## src/hw/rtl/pslt_ram.sv

```systemverilog
// Generic single-write, single-read RAM with registered read data.
`timescale 1ns / 1ps
`default_nettype none

module pslt_ram #(
    parameter int WIDTH = 8,
    parameter int DEPTH = 16,
    parameter int AW    = $clog2(DEPTH)
) (
    input  wire logic             clk,
    input  wire logic             wr_en,
    input  wire logic [AW-1:0]    wr_addr,
    input  wire logic [WIDTH-1:0] wr_data,
    input  wire logic [AW-1:0]    rd_addr,
    output logic      [WIDTH-1:0] rd_data
);

    logic [WIDTH-1:0] mem [DEPTH];

    // Write port
    always_ff @(posedge clk)
    begin
        if (wr_en)
        begin
            mem[wr_addr] <= wr_data;
        end
    end

    // Registered read port
    always_ff @(posedge clk)
    begin
        rd_data <= mem[rd_addr];
    end

endmodule

`default_nettype wire

```

## config.mk

```make
export PLATFORM = sky130hd
export DESIGN_NAME = pslt_ram
export DESIGN_NICKNAME = d
export VERILOG_FILES = /design/src/hw/rtl/pslt_ram.sv
export SDC_FILE = /design/constraint.sdc
export NUM_CORES = 1
export LEC_CHECK = 0
export ABC_AREA = 0
export BUFFER_PORTS_ARGS = -buffer_cell sky130_fd_sc_hd__buf_2
export CAP_MARGIN = 10
export CORE_UTILIZATION = 45
export CTS_BUF_LIST = sky130_fd_sc_hd__clkbuf_8 sky130_fd_sc_hd__clkbuf_16
export DETAILED_ROUTE_END_ITERATION = 10
export PLACE_DENSITY_LB_ADDON = 0.25
export RECOVER_POWER = 50
export SKIP_LAST_GASP = 1
export SYNTH_ARGS = -nofsm -noshare
export SYNTH_HDL_FRONTEND = slang
export SYNTH_SLANG_ARGS = --single-unit
```

## constraint.sdc

```tcl
create_clock -name clk -period 1.7 [get_ports clk]
set_input_delay 0.34 -clock clk [delete_from_list [all_inputs] [get_ports clk]]
set_output_delay 0.34 -clock clk [all_outputs]
set_load 0.01 [all_outputs]
```

* Word-level counts from Yosys, hierarchy flattened
Memories as Yosys holds them, arrays and structs flattened. A register that Yosys moved wholly into a read port is not among the register bits.
Index checks and enable logic that the tools add are counted.
Widths: inputs -> output; s select.
** Cells by class
- Mux-type cells :: 2
** Operators with widths (number)
- $mux 1 :: 2
** Word-level totals
- Flip-flop bits (word level) :: 0
- Memory bits (writable) :: 128
- Input port bits :: 18
- Output and inout port bits :: 8
- Word-level logic and storage cells :: 3
- Memories :: 1
** Memory list
- mem :: words 16, width 8, rd ports 1, clocked after memory_dff 1, write ports 1, RTL line 18 : logic [WIDTH-1:0] mem [DEPTH];

* Longest topological paths before layout
Gate-level depths: netlist of run 1.
- Depth after elaboration :: 2
- Depth in mapped cells :: 5
- Mapped depth without buffers :: 3

* Worst setup path after synthesis of run 1
OpenSTA, ideal clock, no wires.
- Path kind :: input-to-reg
- Start :: input wr_addr[2]
- End :: memory mem[0][0], enable pin
- Setup time :: 0.383 ns
- Data arrival time :: 1.450 ns
- Data required time :: 1.317 ns
- Path slack :: -0.133 ns
- Stages on the path :: 2
- Buffers on the path :: 0
- Cell sequence :: or3b_2 nor3_1
** RTL lines
- start, declared :: RTL line 12 : input wire logic [AW-1:0] wr_addr,
- end, declared :: RTL line 18
Straight into the memory's write port.

==> impl_metrics.json, run 1 <==
{
  "rsz0062_at_grt": "false",
  "clock-sinks": 136,
  "worst_pin_slew_ps": 769,
  "regArea_sq_mm": 0.00400,
  "core-area_sq_mm": 0.0110,
  "critPathLaunch": "rd_addr[0]",
  "grt_first_pass_wirelength_mm": 14.8,
  "ant_nets": 0,
  "cp_top_family": "multiplexers",
  "maxSlewHeadroom_pct": 48.8,
  "fin_util_pct": 56.9,
  "die_w_microns": 109,
  "hold_viol_final": 0,
  "nets": 305,
  "place_area_sq_mm": 0.00562,
  "clk_latency_ps": 410,
  "port_buffers": 25,
  "crit_path_top_delay_cell": "mux4_1",
  "cts_root_buf": "clkbuf_16",
  "synth.area.top_cells": "edfxtp_1 (75%), mux4_2 (7.9%), mux4_1 (7.1%)",
  "required_ps": 1980,
  "grt_pass1_vias": 2565,
  "startpoint_type": "input pin",
  "cpPeakStageDelay_ps": 540,
  "dr.first_iter.drc_count": 182,
  "antenna_cells": 0,
  "slew_violations": 0,
  "cts_buffers": 17,
  "worstReg2RegStart": "mem[8][4]",
  "cts_resized": 0,
  "p_sw_share_pct": 18.3,
  "avgSynthCellArea_sq_um": 22.5,
  "cts-htree-levels": 4,
  "drv_cap": 0,
  "ys_seq_area_share_pct": 77.8,
  "period_needed_ps": 1400,
  "layout-drive-gt1-share_pct": 28.0,
  "wl_per_cell_microns": 22.2,
  "cp_max_fo": 10,
  "start_util_pct": 46.9,
  "gr-total-overflow": 0,
  "drc": 0,
  "n_fill_cell": 776,
  "wl_mm": 9.78,
  "gp_congestion": 0.718,
  "whs_ps": 449,
  "syn_nets": 247,
  "max_freq_mhz": 713,
  "hold_class": "input pin to flop",
  "crit_chain": "buf_2 -> buf_12 -> buf_12 -> mux4_1 -> a22oi_1 -> nand2_1",
  "vdd_drop_max_uv": 674,
  "power_frac_seq_pct": 46.6,
  "cts_hold_buf": 0,
  "timing.rr.end": "rd_data[4]",
  "rr_worst_depth": 3,
  "synth.yosys.warnings": 0,
  "synthToLayoutAreaGrowth_pct": 21.4,
  "cp-end-kind": "flop",
  "syn-cell-area_sq_mm": 0.00515,
  "dr.pass1.iters": 4,
  "syn_inst": 229,
  "netlist.area_leader.share_pct": 74.7,
  "die-area_sq_mm": 0.0119,
  "ys_types": 19,
  "cts_tree": "built",
  "cp.arrival_ps": 1690,
  "cp.depth": 6,
  "stdcell_area_sq_mm": 0.00625,
  "p_leak_nw": 2.14,
  "p_comb_share_pct": 4.6,
  "outcome": "complete, no violations",
  "synth_area_leader_cell": "edfxtp_1",
  "regToRegSetupSlack_ps": 320,
  "via_count": 2424,
  "final.setup_skew_ps": 5.86,
  "die_h_microns": 109,
  "cpMostUsedCell": "buf_12",
  "multi_input_area_sq_mm": 0.00106,
  "setup_violations": 0,
  "clkTransAtPathRegs_ps": 50,
  "grt_max_degree": 22,
  "intPower_w": 0.00662,
  "synth_seq_cells": 136,
  "period_share_pct": 82.5,
  "totalPowerFinal_w": 0.00810,
  "path_buf_inv": 3,
  "criticalPathCategory": "input pin to flop",
  "p_clk_share_pct": 48.8,
  "io_pins": 26,
  "antenna_found_initial": 0,
  "netSwitchingPower_w": 0.00148,
  "postCtsSetupBuffers": 0,
  "pwr_density_cell_mw_per_mm2": 1300,
  "hpwlAfterDp_mm": 6.10,
  "grt_use_total_pct": 18.6,
  "layout_commonest_cell": "edfxtp_1",
  "rows": 38,
  "vias_per_cell": 5.51,
  "most-common-layout-cells": "edfxtp_1 (128), mux4_2 (18), clkbuf_16 (17), buf_4 (17)",
  "cp-endpoint": "rd_data[4]",
  "cts_buffer_depth": 2
}
-- synth_stat cells --
cell             count
a22oi_1             16
or3b_2               1
nand2_1              9
nor2b_1              1
buf_2                3
buf_6                3
nand3_1              1
and2_1               1
mux4_1              14
nand2b_1             2
mux4_2              18
edfxtp_1           128
nand3b_1             2
nor3_1               4
and2b_1              1
nor2_1              13
clkdlybuf4s25_2      3
dfxtp_1              8
buf_4                1
-- final cells by class --
type	count	share of cell area, %
flip-flops and latches	136	64.1
multi-input cells	83	17.0
clock buffers	17	6.81
repair buffers	49	5.85
clock inverters	15	3.46
well taps	140	2.80
-- worst min-delay path by stage --
stage	endpoint	start	depth (start not counted)	slack, ps
floorplan	mem[0][0]	wr_data[0]	0	440
global placement	rd_data[1]	mem[0][1]	3	660
detailed placement	rd_data[4]	mem[6][4]	3	670
CTS	mem[0][5]	wr_data[5]	1	300
global route	mem[0][5]	wr_addr[1]	3	460
finish	mem[0][5]	wr_data[5]	1	450
-- cell families after synthesis --
kind of cell	after synthesis	share of synthesized area [%]
compound gates	16	2.33
mux	32	15.0
flops	136	77.8
buf+inv	10	1.68
simple gates	35	3.18
-- worst reg2reg max path: cells and delay by family (launching register included) --
family / cells / cell delay [ps]
AOI/OAI and AO/OA: 1 / 310
and+or+nand+nor: 1 / 80
muxes: 1 / 490
DFF: 1 / 380
-- state kept, by name, summed over array words and instances, names as in the netlist --
signal   flops
mem        128
rd_data      8
-- stage by stage --
stage,worst slack [ps],std cells,TNS (ps)
finish,298,440,0
global route,272,440,0
CTS,296,440,0
detailed placement,-113,408,-345
global placement,-110,408,-269
floorplan,93.9,229,0
-- power by group through the flow --
stage               logic (W)  registers (W)  clock network (W)
global route         0.000403        0.00378            0.00416
finish               0.000370        0.00377            0.00396
detailed placement   0.000379        0.00384                  0
CTS                  0.000381        0.00377            0.00401
global placement     0.000374        0.00384                  0
floorplan            0.000191        0.00384                  0
-- routing by layer --
metal	wire, microns	global-route usage [%]
met1	4290	23.9
met2	5040	30.1
met3	330	5.20
met4	123	7.24
met5	0	0
Power figures use the tool's default switching activity.
==> run 2, diff against run 1 <==
==> constraint.sdc (replaced) <==
create_clock -name clk -period 1.2 [get_ports clk]
set_input_delay 0.24 -clock clk [delete_from_list [all_inputs] [get_ports clk]]
set_output_delay 0.24 -clock clk [all_outputs]
set_load 0.01 [all_outputs]
==> run 2 against run 1 <==
  * The flow now finishes with violations (negative setup slack)
  * Final area rose by 0.64%
  * Combinational power increased by 56%
  * Critical path type is now flop to flop
  * First-iteration DRC count shrank 14%
==> impl_metrics.json, run 2 (synthesis results as in run 1) <==
{
  "outcome": "complete, but fails checks",
  "violations": "negative setup slack",
  "port_buffers": 25,
  "clkTransAtPathRegs_ps": 50,
  "cp-end-kind": "flop",
  "synthToLayoutAreaGrowth_pct": 22.2,
  "via_count": 2422,
  "nets": 312,
  "wl_per_cell_microns": 21.7,
  "startpoint_type": "flop",
  "regArea_sq_mm": 0.00401,
  "crit_path_top_delay_cell": "mux4_2",
  "die_w_microns": 109,
  "max_freq_mhz": 789,
  "grt_max_degree": 17,
  "hold_viol_final": 0,
  "setup_violations": 8,
  "most-common-layout-cells": "edfxtp_1 (128), mux4_2 (32), buf_4 (20)",
  "vias_per_cell": 5.42,
  "period_share_pct": 106,
  "fin_ws_ps": -67.7,
  "critPathLaunch": "mem[7][2]",
  "p_leak_nw": 2.09,
  "cts_buffer_depth": 2,
  "p_comb_share_pct": 5.4,
  "required_ps": 1490,
  "n_fill_cell": 823,
  "drc": 0,
  "reg.largest.list": "mem x128, rd_data x8",
  "start_util_pct": 46.9,
  "largest_reg_flops": 128,
  "criticalPathCategory": "flop to flop",
  "wl_mm": 9.72,
  "grt_use_total_pct": 19.2,
  "vdd_drop_max_uv": 1000,
  "power_frac_seq_pct": 50.1,
  "rows": 38,
  "pwr_density_cell_mw_per_mm2": 1700,
  "hold_class": "input pin to flop",
  "cpPeakStageDelay_ps": 520,
  "regMostFlops": "mem",
  "cts_tree": "built",
  "cp_max_fo": 1,
  "cp.arrival_ps": 1560,
  "gr-total-overflow": 0,
  "die_h_microns": 109,
  "die-area_sq_mm": 0.0119,
  "regToRegSetupSlack_ps": -70,
  "crit_chain": "mux4_2 -> a22oi_2 -> nand2_1",
  "hpwlAfterDp_mm": 6.40,
  "grt_pass1_vias": 2653,
  "slew_violations": 0,
  "clk_latency_ps": 400,
  "antenna_found_initial": 0,
  "core-area_sq_mm": 0.0110,
  "grt_first_pass_wirelength_mm": 15.2,
  "ant_nets": 0,
  "worst_pin_slew_ps": 985,
  "dr.first_iter.drc_count": 156,
  "layout_commonest_cell": "edfxtp_1",
  "antenna_cells": 0,
  "totalPowerFinal_w": 0.0107,
  "p_clk_share_pct": 44.5,
  "io_pins": 26,
  "p_sw_share_pct": 19.9,
  "period_needed_ps": 1270,
  "layout-drive-gt1-share_pct": 40.7,
  "rsz0062_at_grt": "true",
  "cts_hold_buf": 0,
  "place_ws_ps": -421,
  "maxSlewHeadroom_pct": 34.1,
  "worstReg2RegStart": "mem[7][2]",
  "intPower_w": 0.00856,
  "min_from": "wr_data[7]",
  "netSwitchingPower_w": 0.00212,
  "cts-htree-levels": 4,
  "final.setup_skew_ps": 8.48,
  "tns_ps": -378,
  "whs_ps": 346,
  "cts_buffers": 17,
  "multi_input_area_sq_mm": 0.00111,
  "stdcell_area_sq_mm": 0.00629,
  "drv_cap": 0,
  "place_area_sq_mm": 0.00572,
  "cts_root_buf": "clkbuf_16",
  "gp_congestion": 0.742,
  "clock-sinks": 136,
  "dr.pass1.iters": 5
}
run 2: cell types whose count changed in the layout (fill, tap and decap cells not counted), sizes merged:
cell      before  now
inv            4    3
buf           39   46
clkinv         5    8
bufinv         6    2
clkinvlp       0    2
run 2: layout make-up:
class	count	share of cell area (%)
Clock buffer	17	6.76
Clock inverter	15	1.91
Multi-Input combinational cell	83	17.6
Sequential cell	136	63.7
Tap cell	140	2.79
Timing Repair Buffer	56	7.22
run 2: power groups by stage:
stage,clock (W),sequential [W],combinational (W)
after floorplan,0,0.00545,0.000306
after global placement,0,0.00544,0.000563
after detailed placement,0,0.00544,0.000574
after CTS,0.00484,0.00535,0.000594
after global routing,0.00505,0.00536,0.000629
final,0.00475,0.00535,0.000579
run 2: worst max-delay path, delay by kind of cell (launching register included):
kind	cells	cell delay [ps]
AOI/OAI and AO/OA	1	200
DFF	1	360
muxes	1	520
and+or+nand+nor	1	70
run 2: stage by stage:
| step | utilization (%) | std cells |
|---|---|---|
| floorplan | - | 229 |
| global placement | 52.1 | 415 |
| detailed placement | 52.1 | 415 |
| CTS | 57.4 | 447 |
| global route | 57.3 | 447 |
| finish | 57.3 | 447 |
run 2: repair_timing:
item,in CTS,in global routing
endpoints found under the hold margin,0,0
resized for setup,9,1
buffers inserted,0,0
setup endpoints to repair,9,8
pin swaps,3,1
run 2: routing by layer:
metal,global-route usage (%),routed length (microns),up-vias
li1,-,-,1093
met5,0,0,-
met4,9.85,163,0
met2,29.6,4880,72
met3,5.86,412,8
met1,24.5,4260,1249
run 2: worst paths after layout:
path / to / cells after the start
setup / recovery: rd_data[2] / 3
hold / removal: mem[7][7] / 1
hold reg to reg: rd_data[1] / 3
setup reg to reg: rd_data[2] / 3
==> run 3, diff against run 2 <==
--- a/config.mk
+++ b/config.mk
@@ -12,7 +12,6 @@
 export CTS_BUF_LIST = sky130_fd_sc_hd__clkbuf_8 sky130_fd_sc_hd__clkbuf_16
 export DETAILED_ROUTE_END_ITERATION = 10
 export PLACE_DENSITY_LB_ADDON = 0.25
-export RECOVER_POWER = 50
 export SKIP_LAST_GASP = 1
 export SYNTH_ARGS = -nofsm -noshare
 export SYNTH_HDL_FRONTEND = slang
==> run 3 against run 2 <==
  * The run still ends with negative setup slack left
  * Worst hold slack got worse by 130 ps
  * Largest cell class unchanged
  * Sequential share of layout area decreased by 0.16 points
  * Clock-buffer cell count unchanged
  * Utilization increased by 0.15 points
  * Clock power about the same
  * Critical endpoint unchanged
  * Combinational power increased by 0.9%
  * Sequential power about the same
  * Maximum frequency increased by 0.32%
  * Largest power group unchanged
  * Register-to-register slack about the same
  * Non-clock buffer count unchanged
  * Final cell count unchanged
  * Clock skew decreased by 2.3 ps
==> impl_metrics.json, run 3 (synthesis results as in run 1) <==
{
  "layout_commonest_cell": "edfxtp_1",
  "die-area_sq_mm": 0.0119,
  "io_pins": 26,
  "maxSlewHeadroom_pct": 33.0,
  "clk_latency_ps": 410,
  "start_util_pct": 46.9,
  "grt_max_degree": 17,
  "wl_mm": 9.66,
  "period_share_pct": 105,
  "fin_ws_ps": -63.6,
  "intPower_w": 0.00856,
  "p_sw_share_pct": 19.8,
  "power_frac_seq_pct": 50.1,
  "cts_tree": "built",
  "clkTransAtPathRegs_ps": 50,
  "violations": "negative setup slack",
  "rsz0062_at_grt": "true",
  "cts_hold_buf": 0,
  "setup_violations": 8,
  "required_ps": 1490,
  "regMostFlops": "mem",
  "final.setup_skew_ps": 6.17,
  "cts_buffer_depth": 2,
  "rr_worst_depth": 3,
  "drv_cap": 0,
  "antenna_found_initial": 0,
  "layout-drive-gt1-share_pct": 43.6,
  "grt_pass1_vias": 2653,
  "cp-end-kind": "flop",
  "worst_pin_slew_ps": 1000,
  "clock-sinks": 136,
  "ant_nets": 0,
  "nets": 312,
  "cts_root_buf": "clkbuf_16",
  "p_clk_share_pct": 44.4,
  "tns_ps": -371,
  "p_leak_nw": 2.11,
  "totalPowerFinal_w": 0.0107,
  "hold_class": "input pin to flop",
  "grt_use_total_pct": 19.2,
  "max_freq_mhz": 791,
  "holdPathStages": 1,
  "netSwitchingPower_w": 0.00212,
  "reg.largest.list": "mem x128, rd_data x8",
  "cts-htree-levels": 4,
  "via_count": 2434,
  "die_h_microns": 109,
  "synthToLayoutAreaGrowth_pct": 22.5,
  "hpwlAfterDp_mm": 6.40,
  "hold_viol_final": 0,
  "cp.arrival_ps": 1560,
  "gp_congestion": 0.742,
  "die_w_microns": 109,
  "core-area_sq_mm": 0.0110,
  "grt_first_pass_wirelength_mm": 15.2,
  "cts_buffers": 17,
  "pwr_density_cell_mw_per_mm2": 1690,
  "wl_per_cell_microns": 21.6,
  "criticalPathCategory": "flop to flop",
  "antenna_cells": 0,
  "rows": 38,
  "p_comb_share_pct": 5.5,
  "place_ws_ps": -421,
  "most-common-layout-cells": "edfxtp_1 (128), mux4_2 (32), buf_2 (25)",
  "outcome": "complete, but fails checks",
  "fin_util_pct": 57.4,
  "vdd_drop_max_uv": 1010,
  "period_needed_ps": 1260,
  "dr.pass1.iters": 7,
  "largest_reg_flops": 128,
  "vias_per_cell": 5.45,
  "gr-total-overflow": 0,
  "drc": 0,
  "startpoint_type": "flop",
  "cp_max_fo": 1,
  "port_buffers": 25,
  "dr.first_iter.drc_count": 170,
  "slew_violations": 0
}
## run 3: power by group through the flow
stage               registers [W]  clock network [W]  logic [W]
floorplan                 0.00545                  0   0.000306
global placement          0.00544                  0   0.000563
detailed placement        0.00544                  0   0.000574
CTS                       0.00535            0.00484   0.000594
global route              0.00536            0.00505   0.000635
finish                    0.00535            0.00475   0.000584
## run 3: per-layer routing
metal,global-route usage (%),share of wire (%),vias to the layer above
met2,29.6,50,76
li1,-,-,1091
met5,0,0,-
met3,5.86,4.4,12
met1,24.5,43,1255
met4,9.85,2.3,0
## run 3: metrics by stage
stage | std cells | hold slack [ps] | instance area (sq um)
after CTS | 447 | 198 | 6300
after global routing | 447 | 219 | 6300
after floorplan | 229 | 339 | 5200
after detailed placement | 415 | 634 | 5720
after global placement | 415 | 624 | 5720
final | 447 | 215 | 6300
## run 3: critical path, stage by stage, from the launching register on
cell	delay, ps
edfxtp_1	360
mux4_2	520
a22oi_2	200
nand2_1	70
## run 3: cell type report
class	instances	area (sq um)
Tap cell	140	175
Sequential cell	136	4010
Fill cell	819	4680
Clock buffer	17	425
Multi-Input combinational cell	83	1110
Timing Repair Buffer	56	470
Clock inverter	15	120
## run 3: worst paths after layout
kind,from,end,slack [ps]
worst max-delay path,mem[7][2],rd_data[2],-60
worst min-delay path,wr_data[7],mem[7][7],210
worst max register to register,mem[7][2],rd_data[2],-60
worst min register to register,mem[14][1],rd_data[1],670
## run 3: repair_timing
item,4_1_cts,5_1_grt
buffers inserted,0,0
gates cloned,0,0
setup endpoints to repair,9,8
gates resized for setup,9,1
pin swaps,3,1
